File: src/sv/quaternion_to_matrix_and_euler_core_macros.svh
// ----------------------------------------------------------------------------
// Assertion macros for the quaternion conversion core
// Concurrent checks that drop out of synthesis builds
// ----------------------------------------------------------------------------
`ifndef QUATERNION_TO_MATRIX_AND_EULER_CORE_MACROS_SVH
`define QUATERNION_TO_MATRIX_AND_EULER_CORE_MACROS_SVH

`ifndef SYNTHESIS
`define QME_ASSERT(label, clk, rst, prop, msg) \
  label: assert property (@(posedge clk) disable iff (rst) prop) else $error(msg);
`define QME_NEVER(label, clk, rst, expr, msg) \
  label: assert property (@(posedge clk) disable iff (rst) !(expr)) else $error(msg);
`else
`define QME_ASSERT(label, clk, rst, prop, msg)
`define QME_NEVER(label, clk, rst, expr, msg)
`endif

`endif

File: src/sv/qme_pkg.sv
// ----------------------------------------------------------------------------
// qme_pkg
// Shared types and constants of the quaternion conversion core
// ----------------------------------------------------------------------------
package qme_pkg;

  // pairwise products of the four components
  typedef struct packed {
    logic signed [31:0] xx;
    logic signed [31:0] yy;
    logic signed [31:0] zz;
    logic signed [31:0] ww;
    logic signed [31:0] xy;
    logic signed [31:0] xz;
    logic signed [31:0] xw;
    logic signed [31:0] yz;
    logic signed [31:0] yw;
    logic signed [31:0] zw;
  } prod_t;

  localparam int QDEPTH = 2;

  // atan(2^-i) scaled so that 2^31 is pi
  localparam logic [31:0] ATAN_TAB [32] = '{
    32'd536870912, 32'd316933406, 32'd167458907, 32'd85004756, 32'd42667331,
    32'd21354465, 32'd10679838, 32'd5340245, 32'd2670163, 32'd1335087,
    32'd667544, 32'd333772, 32'd166886, 32'd83443, 32'd41722, 32'd20861,
    32'd10430, 32'd5215, 32'd2608, 32'd1304, 32'd652, 32'd326, 32'd163,
    32'd81, 32'd41, 32'd20, 32'd10, 32'd5, 32'd3, 32'd1, 32'd1, 32'd0
  };

endpackage

File: src/sv/qme_queue.sv
// ----------------------------------------------------------------------------
// qme_queue
// Short request queue between the product front and the back pipeline
// ----------------------------------------------------------------------------
`include "quaternion_to_matrix_and_euler_core_macros.svh"

module qme_queue (
  input  logic           clk,
  input  logic           rst,
  input  logic           in_valid,
  output logic           in_ready,
  input  qme_pkg::prod_t in_data,
  output logic           out_valid,
  input  logic           out_ready,
  output qme_pkg::prod_t out_data
);

  localparam int PW = (qme_pkg::QDEPTH > 1) ? $clog2(qme_pkg::QDEPTH) : 1;
  localparam int CW = $clog2(qme_pkg::QDEPTH + 1);

  qme_pkg::prod_t  mem [qme_pkg::QDEPTH];
  logic [PW-1:0]   wptr;
  logic [PW-1:0]   rptr;
  logic [CW-1:0]   cnt;
  logic            push, pop;

  assign in_ready  = cnt != CW'(qme_pkg::QDEPTH);
  assign out_valid = cnt != '0;
  assign out_data  = mem[rptr];
  assign push      = in_valid && in_ready;
  assign pop       = out_valid && out_ready;

  always_ff @(posedge clk) begin
    if (rst) begin
      wptr <= '0;
      rptr <= '0;
      cnt  <= '0;
    end else begin
      if (push) begin
        wptr <= (wptr == PW'(qme_pkg::QDEPTH - 1)) ? '0 : wptr + 1'b1;
      end
      if (pop) begin
        rptr <= (rptr == PW'(qme_pkg::QDEPTH - 1)) ? '0 : rptr + 1'b1;
      end
      if (push && !pop) begin
        cnt <= cnt + 1'b1;
      end else if (pop && !push) begin
        cnt <= cnt - 1'b1;
      end
    end
    if (push) begin
      mem[wptr] <= in_data;
    end
  end

  `QME_NEVER(a_cnt_bound, clk, rst, cnt > CW'(qme_pkg::QDEPTH), "queue count overflow")
  `QME_ASSERT(a_cnt_up, clk, rst, push && !pop |=> cnt == $past(cnt) + 1'b1, "queue count lost a push")
  `QME_ASSERT(a_cnt_dn, clk, rst, pop && !push |=> cnt == $past(cnt) - 1'b1, "queue count lost a pop")

endmodule

File: config.mk
export PLATFORM = sky130hd
export DESIGN_NAME = qme_queue
export DESIGN_NICKNAME = d
export VERILOG_FILES = /design/src/sv/qme_pkg.sv /design/src/sv/qme_queue.sv
export VERILOG_INCLUDE_DIRS = /design/src /design/src/sv
export SDC_FILE = /design/constraint.sdc
export NUM_CORES = 1
export LEC_CHECK = 0
export BUFFER_PORTS_ARGS = -buffer_cell sky130_fd_sc_hd__buf_2
export CAP_MARGIN = 30
export CELL_PAD_IN_SITES_DETAIL_PLACEMENT = 1
export CELL_PAD_IN_SITES_GLOBAL_PLACEMENT = 1
export CORE_AREA = 10 10 243 245
export DETAILED_ROUTE_END_ITERATION = 16
export DIE_AREA = 0 0 253 255
export PLACE_DENSITY_LB_ADDON = 0.1
export RECOVER_POWER = 100
export SLEW_MARGIN = 10
export SYNTH_ARGS = -nofsm -noshare
export SYNTH_HDL_FRONTEND = slang
export SYNTH_SLANG_ARGS = --single-unit
File: constraint.sdc
create_clock -name clk -period 16.9 [get_ports clk]
set_input_delay 0.845 -clock clk [delete_from_list [all_inputs] [get_ports clk]]
set_output_delay 0.845 -clock clk [all_outputs]
set_load 0.05 [all_outputs]
[After elaboration in Yosys (flattened, before gate mapping)]
Memory sizes are Yosys's and may differ from the RTL's. A register that Yosys moved wholly into a read port is not among the register bits.
Index checks and enable logic that the tools add are counted.
Storage, ports and cells
  word-level logic and storage cells: 25
  memory bits (writable): 640
  memories kept: 1
  register bits: 4
  input bits: 324
Operators by class
  $add $sub $neg: 4
  equality and inequality tests: 1
  reduce and logical (&&, ||, !) cells: 8
  mux-type cells: 8
Memory list
  mem: depth 2, bits a word 320, rd ports 1, clocked after Yosys merged registers in 1, wr ports 1, RTL line qme_queue.sv:21  | qme_pkg::prod_t mem [qme_pkg::QDEPTH];
Operators with widths (number)
  $mux 1: 6
  $logic_and 1x1->1: 4
  $mux 2: 2
  $reduce_bool 2->1: 2
  $add 1x1->1 const B: 2
  $add 2x1->2 const B: 1
  $logic_not 1->1: 2
  $ne 2x2->1 const B: 1
  $sub 2x1->2 const B: 1

[Depth between registers and ports, before layout]
Gate-level depths: netlist of the first run.
  word-level depth: 6
  depth in mapped cells: 6
  mapped depth without buffers: 6

[Worst setup path after synthesis of the first run]
OpenSTA, ideal clock, no wires.
  path type: register -> register
  start: register cnt[0]
  end: memory mem[1][0] (netlist bit) (enable)
  arrival: 8.341 ns
  buffers on the path: 0
  slack: 7.834 ns
  required time: 16.175 ns
  cell stages (with the launch flop): 3
  setup time: 0.725 ns
  cell sequence: dfxtp_1 > nand2b_1 > and3_1
On the way
  word-level cells in the longest chain between the ends: 4
Ends and longest elaborated chain
  start, declared: RTL line qme_queue.sv:24  | logic [CW-1:0] cnt;
  start signal, assigned: RTL line qme_queue.sv:46  | cnt <= cnt + 1'b1;
  start signal, assigned: RTL line qme_queue.sv:48  | cnt <= cnt - 1'b1;
  $ne 2x2->1: RTL line qme_queue.sv:27  | assign in_ready = cnt != CW'(qme_pkg::QDEPTH);
  via in_ready: RTL line qme_queue.sv:11  | output logic in_ready,
  $logic_and 1x1->1: RTL line qme_queue.sv:30  | assign push = in_valid && in_ready;
  $mux 1: RTL line qme_queue.sv:51  | if (push) begin
  $mux 1 (not written as such): RTL line qme_queue.sv:52  | mem[wptr] <= in_data;
  end, declared: RTL line qme_queue.sv:21
The timed path passes the listed nets, and every way through them passes these cells.

==> impl_metrics.tcl, run 1 <==
set metrics [dict create \
    ff2ff_path_depth 5 \
    p_int_uw 3297 \
    grt_max_degree 128 \
    grt_pass1_wl_um 95340 \
    synth_top_cell_by_area "edfxtp_1" \
    antenna_found_initial 37 \
    gp_congestion 0.8262 \
    synth_top_area_share_pct 77.33 \
    ys_warn_count 0 \
    status "finished, violations left" \
    synth_most_common_cell "edfxtp_1" \
    pre_cts_ws_ns 12.71 \
    hold_buffers 0 \
    clock_sinks 645 \
    post-route-util_pct 54.12 \
    synth_edf_count 640 \
    hpwl_um 50750 \
    whs_ns 0.4394 \
    yosysUniqueCellTypes 20 \
    vias 12540 \
    drt-vias-per-instance 5.033 \
    synth_area_leaders "edfxtp_1 77%, mux2_4 18%, buf_12 2.7%" \
    powerDensity_nw_per_um2 181.4 \
    ys_seq_area_share_pct 77.73 \
    drtPass1Iterations 5 \
    syn_area_per_cell_um2 24.37 \
    clock-root-buffer "clkbuf_16" \
    crit_fanout 56 \
    grt_setup_unrepaired "false" \
    die_w_um 253 \
    worst_ep_required_time_ns 16.06 \
    rows 86 \
    drive_above_1_share_pct 31.54 \
    vdd_drop_max_mv 0.1083 \
    fin_skew_ns 0.01569 \
    first_iter_violations 766 \
    critPathKind "reg -> out" \
    grt_pass1_vias 13750 \
    cts_made_buffers 69 \
    start_util_pct 45.65 \
    avgRoutedWirePerCell_um 27.92 \
    core_um2 54450 \
    reg2reg_from "cnt[0]" \
    synth_top_flop_cell "edfxtp_1" \
    cts_tree "yes" \
    reg2reg_setup_slack_ns 8.28 \
    crit_arrival_ns 7.95 \
    cts.clk_slew.worst_paths_ns 0.06 \
    post_cts_buffers 0 \
    synth_seq_cells 645 \
    timing.rr.end "mem[1][63]" \
    max_clock_freq_ghz 0.1136 \
    post-route-period-util_pct 52.07 \
    startpoint_type "flop" \
    cts.path.max_buffers 3 \
    h-tree-depth 3 \
    dieHeight_um 255 \
    dp_cells 2347 \
    final.min_clock_period_ns 8.800 \
    cap_violations 14 \
    worst_slew_pin_slew_ns 5.146 \
    finalMaxSlewViolations 781 \
    drc_errors 0 \
    combinationalPowerShare_pct 34.5 \
    die_area_um2 64520 \
    layout.nets 2043 \
    postCtsResizedCells 0 \
    track_usage_pct 20.68 \
    clock_latency_ns 0.59 \
    synthCells 1020 \
    multiInputGateArea_um2 4244 \
    power_frac_clock_pct 26.4 \
    p_sw_share_pct 38.31 \
    synth_fp_nets 1345 \
    synthArstFlopShare_pct 0 \
    finalWorstSetupSlack_ns 8.100 \
    final_cell_count_no_fill 2492 \
    critPathCapture "out_data[315]" \
    violations "max-capacitance violations, max-slew violations" \
    netlist_area_um2 24850 \
    hold_viol 0 \
    sequentialPowerShare_pct 39.1 \
    hold_path.class "in -> reg" \
    io_pins 646 \
    synth_commonest_cells "640 x edfxtp_1, 300 x mux2_4, 33 x buf_12" \
    p_leak_uw 0.01042 \
    final-setup-viol-count 0 \
    nFillCells 5255 \
    wirelength_um 69580 \
    syn_to_final_growth_pct 18.56 \
    ant_nets 0 \
    worstSetupEndpointType "output pin" \
    io_buffers 645 \
    final.setup.tns_ns 0 \
    max_slew_margin_pct -245.0 \
    p_sw_uw 2048 \
    seqCellArea_um2 19320 \
    grt_overflow_total 0 \
]
## metal layers
| layer | global-route usage [%] | vias up | routed length (um) |
|---|---|---|---|
| li1 | - | 5508 | - |
| met1 | 22.33 | 6378 | 24390 |
| met2 | 35.65 | 506 | 36300 |
| met3 | 8.193 | 122 | 6585 |
| met4 | 8.827 | 28 | 2128 |
| met5 | 0 | - | 188 |
## metrics by stage
stage / power [uW] / cell area (um2)
2_1_floorplan: 3812 / 24850
3_3_place_gp: 4098 / 28390
3_5_place_dp: 4129 / 28470
4_1_cts: 5557 / 30540
5_1_grt: 5541 / 29450
6_report: 5345 / 29460
## power groups by stage
stage	combinational [uW]	clock, uW	sequential, uW
after floorplan	1670	0	2140
after global placement	2000	0	2100
after detailed placement	2020	0	2100
after CTS	2030	1450	2070
after global routing	1910	1520	2110
final	1840	1410	2090
## worst max-delay path: stages (launching register included)
cell and delay, ns:
dfxtp_1 1.35, clkbuf_1 0.74, clkbuf_1 1.97, clkbuf_1 2.22
mux2_2 0.47, clkbuf_1 0.51
## layout by cell type (no fill, tap or decap), types with 8 or more instances in the layout
cell and n:
buf_2 308, mux2_2 19, clkbuf_16 71, mux2_1 162
clkinv_2 8, edfxtp_1 640, mux2_4 139, clkinv_1 15
diode_2 22, clkbuf_1 369
## how the worst min path moves through the flow
stage,cells past startpoint,start,to,slack [ns]
finish,1,in_data[46],mem[1][46],0.44
global route,1,in_data[46],mem[1][46],0.41
CTS,1,in_data[80],mem[1][80],0.40
detailed placement,2,rptr,rptr,0.50
global placement,2,rptr,rptr,0.49
floorplan,2,cnt[1],cnt[1],0.47
## registers in the layout (all words and copies together), names as in the netlist, named ones only
name	cells
wptr	1
cnt	2
rptr	1
mem	640
## cell type report
cell class | instances | share of cell area [%]
clock buffer | 88 | 6.247
tap | 704 | 2.990
multi-input combinational | 338 | 14.40
antenna | 22 | 0.1868
inverter | 1 | 0.01699
timing repair buffer | 663 | 9.809
clock inverter | 31 | 0.7814
sequential | 645 | 65.57
## cells by family (layout without fill, tap and decap cells)
family                   after synthesis  in the layout  share of synthesized area [%]
AO/OA/AOI/OAI                          5              5                         0.1208
XOR/XNOR                               3              3                         0.1057
adder cells (fa/ha/maj)                1              1                        0.05034
buffers and inverters                 37            783                          2.759
flip-flops                           645            645                          77.73
multiplexers                         320            320                          19.03
other                                  0             22                              0
AND/OR/NAND/NOR                        9              9                         0.2015
Note: power is estimated with default switching activity, not from simulation.
==> run 2, diff against run 1 <==
CORE_AREA = unset   (was 10 10 243 245)
CORE_MARGIN = 10   (was unset)
CORE_UTILIZATION = 45   (was unset)
DIE_AREA = unset   (was 0 0 253 255)
clock period = 9.2 ns   (was 16.9 ns; I/O delays follow)
==> run 2 against run 1 <==
The flow still finishes with violations (max-capacitance violations, max-slew violations). Utilization down 0.080 points. Critical endpoint is now mem[1][249]. Sequential power up 82%. Combinational power up 88%. Non-clock buffer count down 5. Clock skew about the same.
==> impl_metrics.tcl, run 2 (synthesis results as in run 1) <==
set metrics [dict create \
    antenna_found_initial 35 \
    layout.nets 2038 \
    timing.rr.end "mem[1][249]" \
    dieHeight_um 255.0 \
    grt_pass1_wl_um 94000 \
    largest-register "mem" \
    drt-vias-per-instance 4.981 \
    cts_made_buffers 69 \
    use_met1_pct 20.55 \
    final-setup-viol-count 0 \
    cts.path.max_buffers 3 \
    post-route-period-util_pct 61.66 \
    cts_tree "yes" \
    crit_fanout 55 \
    avgRoutedWirePerCell_um 27.68 \
    min_from "in_data[158]" \
    p_leak_uw 0.01050 \
    vias 12370 \
    die_w_um 255.0 \
    post-route-util_pct 54.04 \
    reg2reg_setup_slack_ns 3.53 \
    clock-root-buffer "clkbuf_16" \
    syn_to_final_growth_pct 19.32 \
    hold_path.class "in -> reg" \
    layout_common_cells "640 x edfxtp_1, 405 x clkbuf_1, 263 x buf_2, 182 x mux2_4, 120 x mux2_1" \
    cts.clk_slew.worst_paths_ns 0.06 \
    drc_errors 0 \
    grt_max_degree 138 \
    cp_slowest_cell "clkbuf_1" \
    fin_skew_ns 0.01607 \
    grt_pass1_vias 13520 \
    hold_buffers 0 \
    postCtsResizedCells 0 \
    worstSetupEndpointType "flop" \
    met3_usage_pct 8.437 \
    powerDensity_nw_per_um2 333.9 \
    max_slew_margin_pct -155.5 \
    wirelength_um 68720 \
    ff2ff_path_depth 4 \
    crit_chain "nand2b_1, and3_1, clkbuf_1, clkbuf_1" \
    first_iter_violations 685 \
    grt.met2_usage_pct 36.34 \
    ant_nets 0 \
    status "finished, violations left" \
    crit_arrival_ns 5.78 \
    whs_ns 0.06532 \
    track_usage_pct 20.37 \
    post_cts_buffers 0 \
    io_pins 646 \
    cpPeakStageDelay_ns 2.45 \
    nFillCells 5223 \
    gp_congestion 0.8117 \
    die_area_um2 65030 \
    start_util_pct 45.29 \
    hold_viol 0 \
    cap_violations 9 \
    startpoint_type "flop" \
    vdd_drop_max_mv 0.2384 \
    layout_commonest_cell "edfxtp_1" \
    reg.largest.list "mem x640, cnt x2" \
    violations "max-capacitance violations, max-slew violations" \
    critPathKind "reg -> reg" \
    finalMaxSlewViolations 599 \
    final.min_clock_period_ns 5.673 \
    io_buffers 645 \
    grt_overflow_total 0 \
    worst_ep_required_time_ns 9.31 \
    clock_sinks 645 \
    reg2reg_from "cnt[0]" \
    max_clock_freq_ghz 0.1763 \
    min_delay_path_depth 1 \
    hold_path_end "mem[0][158]" \
    hpwl_um 50520 \
    fin_area_um2 29650 \
    final.setup.tns_ns 0 \
    top_usage_layer "met2" \
    drtPass1Iterations 4 \
    cpMostUsedCell "clkbuf_1" \
    core_um2 54880 \
    h-tree-depth 3 \
    clock_latency_ns 0.58 \
    worst_slew_pin_slew_ns 3.832 \
    placed_area_um2 28450 \
    grt_setup_unrepaired "false" \
    rows 86 \
    drive_above_1_share_pct 31.73 \
    largest_register_ffs 640 \
]
-- run 2: worst max-delay path by stage --
stage | from | end | slack [ns] | cells after the start
final | cnt[0] | mem[1][249] | 3.53 | 4
after global placement | flop | out_data[0] | 6.10 | 4
after detailed placement | flop | out_data[52] | 6.04 | 4
after CTS | flop | out_data[52] | 5.39 | 4
after global routing | cnt[0] | mem[1][278] | 2.97 | 4
after floorplan | cnt[0] | mem[1][0] | 0.13 | 2
-- run 2: worst max-delay path: cells and delay by family (launching register included) --
kind	cells	cell delay, ns
and+or+nand+nor	2	1.59
buffers and inverters	2	3.18
DFF	1	0.40
-- run 2: final cells by class --
cell class / instances / area (um2) / area share [%]
Antenna cell: 17 / 42.54 / 0.1435
Multi-Input combinational cell: 338 / 4405 / 14.86
Sequential cell: 645 / 19320 / 65.16
Inverter: 1 / 11.26 / 0.03797
Tap cell: 704 / 880.8 / 2.970
Timing Repair Buffer: 658 / 2845 / 9.595
Clock buffer: 90 / 1891 / 6.376
Clock inverter: 30 / 255.2 / 0.8608
-- run 2: per-stage QoR --
stage / cells / setup slack, ns / power (uW)
2_1_floorplan: 1020 / 0.1344 / 7002
3_3_place_gp: 2342 / 6.100 / 7550
3_5_place_dp: 2344 / 6.045 / 7587
4_1_cts: 2464 / 5.395 / 10260
5_1_grt: 2476 / 2.975 / 10280
6_report: 2483 / 3.527 / 9901
-- run 2: power by group --
part / switching (uW) / total, uW / internal (uW)
registers: 97.0 / 3800 / 3700
clock network: 1060 / 2640 / 1580
logic: 2570 / 3460 / 887
-- run 2: per-layer routing --
metal	part of all wire, %	routed length (um)	up-vias
li1	-	-	5489
met1	33	23000	6244
met2	53	36610	470
met3	9.5	6495	133
met4	3.5	2401	32
met5	0.30	206	-
